**src/rtl/bbec_div_cell.sv**
```systemverilog
// One cell of the divider chain: resolves one quotient bit per cycle.
module bbec_div_cell #(
  parameter int NUMW = 24,
  parameter int DENW = 8
) (
  input  logic            clk,
  input  logic            rst,
  input  logic            vld_in,
  input  logic [NUMW-1:0] num_in,
  input  logic [NUMW-1:0] quo_in,
  input  logic [DENW-1:0] rem_in,
  input  logic [DENW-1:0] den_in,
  output logic            vld_out,
  output logic [NUMW-1:0] num_out,
  output logic [NUMW-1:0] quo_out,
  output logic [DENW-1:0] rem_out,
  output logic [DENW-1:0] den_out
);

  logic [DENW:0]   trial;
  logic            ge;
  logic [DENW:0]   diff;
  logic [DENW-1:0] rem_next;

  // Bring down the next numerator bit and try a subtraction.
  always_comb begin
    trial    = {rem_in, num_in[NUMW-1]};
    ge       = trial >= {1'b0, den_in};
    diff     = trial - {1'b0, den_in};
    rem_next = ge ? diff[DENW-1:0] : trial[DENW-1:0];
  end

  // Hand the partial result on to the next cell.
  always_ff @(posedge clk) begin
    if (rst) begin
      vld_out <= 1'b0;
    end else begin
      vld_out <= vld_in;
    end
    num_out <= {num_in[NUMW-2:0], 1'b0};
    quo_out <= {quo_in[NUMW-2:0], ge};
    rem_out <= rem_next;
    den_out <= den_in;
  end

endmodule

```
**config.mk**
```make
export PLATFORM = sky130hd
export DESIGN_NAME = bbec_div_cell
export DESIGN_NICKNAME = d
export VERILOG_FILES = /design/src/rtl/bbec_div_cell.sv
export SDC_FILE = /design/constraint.sdc
export NUM_CORES = 1
export LEC_CHECK = 0
export ABC_CLOCK_PERIOD_IN_PS = 2400
export BUFFER_PORTS_ARGS = -buffer_cell sky130_fd_sc_hd__buf_2
export CAP_MARGIN = 20
export CORE_AREA = 2 2 58 101
export DETAILED_ROUTE_END_ITERATION = 8
export DIE_AREA = 0 0 60 103
export PLACE_DENSITY = 0.73
export SYNTH_ARGS = -nofsm -noshare
export SYNTH_HDL_FRONTEND = slang
export SYNTH_SLANG_ARGS = --single-unit
```
**constraint.sdc**
```tcl
create_clock -name clk -period 2.4 [get_ports clk]
set_clock_uncertainty 0.1 [all_clocks]
set_input_delay 0.48 -clock clk [delete_from_list [all_inputs] [get_ports clk]]
set_output_delay 0.48 -clock clk [all_outputs]
set_load 0.05 [all_outputs]
```
==> impl_metrics.tcl, run 1 <==
set metrics [dict create \
    outcome "complete, no violations" \
    place_inst 343 \
    gp_congestion 0.693 \
    synth_most_common_cell "dfxtp_1" \
    arrival_ns 2.18 \
    fin_crit_ns 2.05 \
    syn_area_um2 1840 \
    synth_ff_type "dfxtp_1" \
    path_cells "buf_2 > inv_1 > ha_1 > fa_1 > nor2b_1 > o31a_1 > nor4_1 > a311o_1 > mux2_4" \
    cts_root_buf "clkbuf_8" \
    cts_sinks 64 \
    antenna_found_initial 0 \
    cts_buffer_depth 2 \
    irDropWorstVdd_uv 385 \
    synth_top_area_share_pct 69.7 \
    die-area_um2 6180 \
    fin_crit_sh_pct 85.5 \
    num-fill-cells 476 \
    cts_resized 0 \
    vias_per_cell 4.04 \
    layout.nets 354 \
    crit_path_end_kind "flip-flop" \
    finalSetupTns_ns 0 \
    grt_usage_pct 13.1 \
    wl_per_cell_um 11.1 \
    num_vias 1449 \
    die_h_um 103 \
    powerDensity_nw_per_um2 983 \
    port_buffers 129 \
    cts_tree "yes" \
    post_cts_buffers 0 \
    htree_num_levels 3 \
    path_class "in -> reg" \
    placementRows 36 \
    rsz0062_at_grt "no" \
    min_path_type "in -> reg" \
    synthArstFlopShare_pct 0 \
    synth_enable_flop_cells 0 \
    cpPeakStageDelay_ns 0.42 \
    cts_made_buffers 9 \
    drv_cap 0 \
    syn_area_per_cell_um2 13.8 \
    post_synth_num_cell_types 31 \
    drive_gt1_share_pct 57.2 \
    start_util_pct 33.7 \
    synth_area_leaders "dfxtp_1, ha_1, mux2_4" \
    ys_seq_area_share_pct 69.7 \
    path_max_fanout 2 \
    area_growth_pct 54.7 \
    grt_pass1_vias 1403 \
    finalMaxSlewViolations 0 \
    grt_first_pass_wirelength_um 5750 \
    yosys_warnings 0 \
    cp-start-kind "input pin" \
    fmax_mhz 487 \
    routed_wl_um 3990 \
    final_cells 359 \
    antennaDiodeCount 0 \
    p_leak_nw 1.48 \
    io_pins 132 \
    hold_viol 0 \
    synth.top_cells.by_count "dfxtp_1, inv_1, ha_1" \
    ant_nets 0 \
    crit_path_top_delay_cell "fa_1" \
    grt-ovfl-total 0 \
    firstDrtPassIters 4 \
    required_ns 2.53 \
    coreArea_um2 5450 \
    drt_iter0_markers 30 \
    ys_ff_latch 64 \
    grt_max_degree 12 \
    clkSlewWorstSetupHoldPaths_ns 0.07 \
    setup_viol_count_final 0 \
    netlist_instances 133 \
    post-dp-hpwl_um 3280 \
    ctsHoldBuffers 0 \
    syn-num-nets 209 \
    drcViolationCount 0 \
    yosysTopAreaCell "dfxtp_1" \
    die_w_um 60 \
]
## logic make-up (layout without fill, tap and decap cells)
group / Yosys count / in the layout / share of synthesized area (%)
multiplexers: 8 / 8 / 5.99
other: 1 / 1 / 0.204
flip-flops: 64 / 64 / 69.7
buffers and inverters: 15 / 165 / 4.08
adder cells (fa/ha/maj): 9 / 9 / 6.54
AND/OR/NAND/NOR: 16 / 16 / 4.49
XOR/XNOR: 3 / 3 / 1.43
AO/OA/AOI/OAI: 17 / 17 / 7.56
## per-stage QoR
| step | power, W | hold slack, ns | area [um^2] | setup slack, ns | util (%) |
|---|---|---|---|---|---|
| floorplan | 0.00160 | 0.408 | 1840 | 0.173 | - |
| global placement | 0.00175 | 0.482 | 2610 | -0.0262 | 47.9 |
| global route | 0.00291 | 0.116 | 2840 | 0.264 | 52.2 |
| detailed placement | 0.00176 | 0.484 | 2610 | -0.0210 | 47.9 |
| CTS | 0.00284 | 0.120 | 2840 | 0.355 | 52.2 |
| finish | 0.00280 | 0.140 | 2840 | 0.348 | 52.2 |
## flip-flops by register name, indices dropped and copies added (netlist names)
name	flops
quo_out	24
den_out	8
num_out	23
vld_out	1
rem_out	8
## power by group
part	total, W	switching (W)	internal (W)
sequential	0.00115	0.0000148	0.00114
clock	0.00107	0.000381	0.000686
combinational	0.000575	0.000393	0.000182
## worst paths after layout
check	start	cells after the start	slack, ns	endpoint
setup / recovery	num_in[23]	9	0.35	rem_out[6]
hold / removal	quo_in[2]	1	0.14	quo_out[3]
## metal layers
layer	vias up	GRT usage, %	routed length [um]
met5	-	0	0
met4	0	8.72	118
met3	11	6.90	391
met2	68	23.9	2320
met1	640	10.0	1160
li1	730	-	-
## area by class of cell
type	instances	area [um^2]	area share (%)
sequential	64	1280	45.1
timing repair buffer	137	706	24.8
multi-input combinational	54	482	16.9
clock buffer	10	128	4.49
clock inverter	6	108	3.78
tap	76	95.1	3.34
inverter	12	45.0	1.58
## layout by cell type (no fill, tap or decap), drive strengths merged, types with 2 or more instances in the layout
| cell type | n |
|---|---|
| bufinv | 3 |
| mux2 | 6 |
| mux2i | 2 |
| o21a | 2 |
| inv | 12 |
| clkinv | 2 |
| clkbuf | 10 |
| nor2b | 2 |
| a21o | 3 |
| a21oi | 2 |
| nor3 | 3 |
| xnor2 | 3 |
| buf | 137 |
| nand3 | 2 |
| dfxtp | 64 |
| nand2b | 2 |
| ha | 8 |
| nor2 | 4 |
| o21ai | 2 |
| a211oi | 2 |
## worst max-delay path: cells and delay by family
family,cells,cell delay [ns]
buf+inv,2,0.11
fa+ha+maj,2,0.63
mux,1,0.26
compound gates,2,0.49
simple gates,2,0.22
(Power assumes the default switching activity.)
==> inputs of run 2 (changes only) <==
--- a/config.mk
+++ b/config.mk
@@ -11,6 +11,7 @@
 export CORE_AREA = 2 2 58 101
 export DETAILED_ROUTE_END_ITERATION = 8
 export DIE_AREA = 0 0 60 103
+export MAX_ROUTING_LAYER = met4
 export PLACE_DENSITY = 0.73
 export SYNTH_ARGS = -nofsm -noshare
 export SYNTH_HDL_FRONTEND = slang
==> impl_metrics.tcl, run 2 (synthesis gave the netlist of run 1 again) <==
set metrics [dict create \
    outcome "complete, no violations" \
    ant_nets 0 \
    antenna_found_initial 0 \
    path_max_fanout 2 \
    die-area_um2 6180 \
    num-fill-cells 476 \
    port_buffers 129 \
    grt_first_pass_wirelength_um 5750 \
    cts_tree "yes" \
    cts_root_buf "clkbuf_8" \
    htree_num_levels 3 \
    drive_gt1_share_pct 57.2 \
    arrival_ns 2.18 \
    drt_iter0_markers 35 \
    holdPathEnd "num_out[2]" \
    place_inst 343 \
    drv_cap 0 \
    largest_register_ff_count 24 \
    post-dp-hpwl_um 3280 \
    finalMaxSlewViolations 0 \
    grt_usage_pct 13.5 \
    hold_depth 1 \
    final_common_cell "buf_2" \
    firstDrtPassIters 4 \
    largest_register "quo_out" \
    ctsHoldBuffers 0 \
    num_vias 1445 \
    grt_max_degree 12 \
    drcViolationCount 0 \
    p_leak_nw 1.48 \
    antennaDiodeCount 0 \
    wl_per_cell_um 11.1 \
    final_cells 359 \
    clkSlewWorstSetupHoldPaths_ns 0.07 \
    irDropWorstVdd_uv 387 \
    start_util_pct 33.7 \
    layout.nets 354 \
    fin_crit_ns 2.05 \
    grt_pass1_vias 1403 \
    path_class "in -> reg" \
    routed_wl_um 3990 \
    power_w 0.00280 \
    crit_path_end_kind "flip-flop" \
    min_path_type "in -> reg" \
    die_w_um 60 \
    cp-start-kind "input pin" \
    worstHoldStart "num_in[1]" \
    hold_viol 0 \
    area_growth_pct 54.7 \
    die_h_um 103 \
    grt-ovfl-total 0 \
    io_pins 132 \
    rsz0062_at_grt "no" \
    cts_made_buffers 9 \
    fin_hold_ws_ns 0.139 \
    gp_congestion 0.700 \
    placementRows 36 \
    fmax_mhz 487 \
    coreArea_um2 5450 \
    post_cts_buffers 0 \
    powerDensity_nw_per_um2 984 \
    fin_crit_sh_pct 85.5 \
    required_ns 2.53 \
    cts_buffer_depth 2 \
    top_regs "quo_out: 24 flops, num_out: 23 flops" \
    final_cell_mix "buf_2, dfxtp_1, inv_1" \
    cts_sinks 64 \
    setup_viol_count_final 0 \
    vias_per_cell 4.03 \
    cts_resized 0 \
]
-- run 2: cell counts in the layout (fill, tap and decap cells not counted) --
No cell type changed its count.
-- run 2: worst max-delay path by stage --
| stage | from | to | slack, ns | depth (start not counted) |
|---|---|---|---|---|
| global placement | num_in[23] | rem_out[6] | -0.03 | 9 |
| floorplan | num_in[23] | rem_out[6] | 0.17 | 8 |
| global route | num_in[23] | rem_out[6] | 0.26 | 9 |
| detailed placement | num_in[23] | rem_out[6] | -0.02 | 9 |
| finish | num_in[23] | rem_out[6] | 0.35 | 9 |
| CTS | num_in[23] | rem_out[6] | 0.35 | 9 |
-- run 2: final cells by class --
class	instances	area, um^2	area share, %
Inverter	12	45.0	1.58
Multi-Input combinational cell	54	482	16.9
Sequential cell	64	1280	45.1
Tap cell	76	95.1	3.34
Timing Repair Buffer	137	706	24.8
Clock inverter	6	108	3.78
Clock buffer	10	128	4.49
-- run 2: metal layers --
| metal | global-route usage, % | routed length [um] |
|---|---|---|
| met5 | - | 0 |
| met3 | 6.90 | 393 |
| met4 | 8.72 | 103 |
| met1 | 10.0 | 1170 |
| met2 | 23.9 | 2330 |
-- run 2: metrics by stage --
stage                     TNS [ns]  cell area, um^2  utilization, %  setup WS, ns
after floorplan                  0             1840               -         0.173
after global routing             0             2840            52.2         0.264
after global placement     -0.0262             2610            47.9       -0.0262
after detailed placement   -0.0210             2610            47.9       -0.0210
after CTS                        0             2840            52.2         0.355
final                            0             2840            52.2         0.348
-- run 2: critical path, cell delays in order --
cell     delay, ns
buf_2         0.07
inv_1         0.04
ha_1          0.21
fa_1          0.42
nor2b_1       0.16
o31a_1        0.18
nor4_1        0.06
a311o_1       0.31
mux2_4        0.26
-- run 2: power breakdown --
group          switching [W]  leakage (nW)  total [W]  internal (W)
logic               0.000393         0.820   0.000575      0.000182
clock network       0.000382         0.116    0.00107      0.000686
registers          0.0000147         0.540    0.00115       0.00114
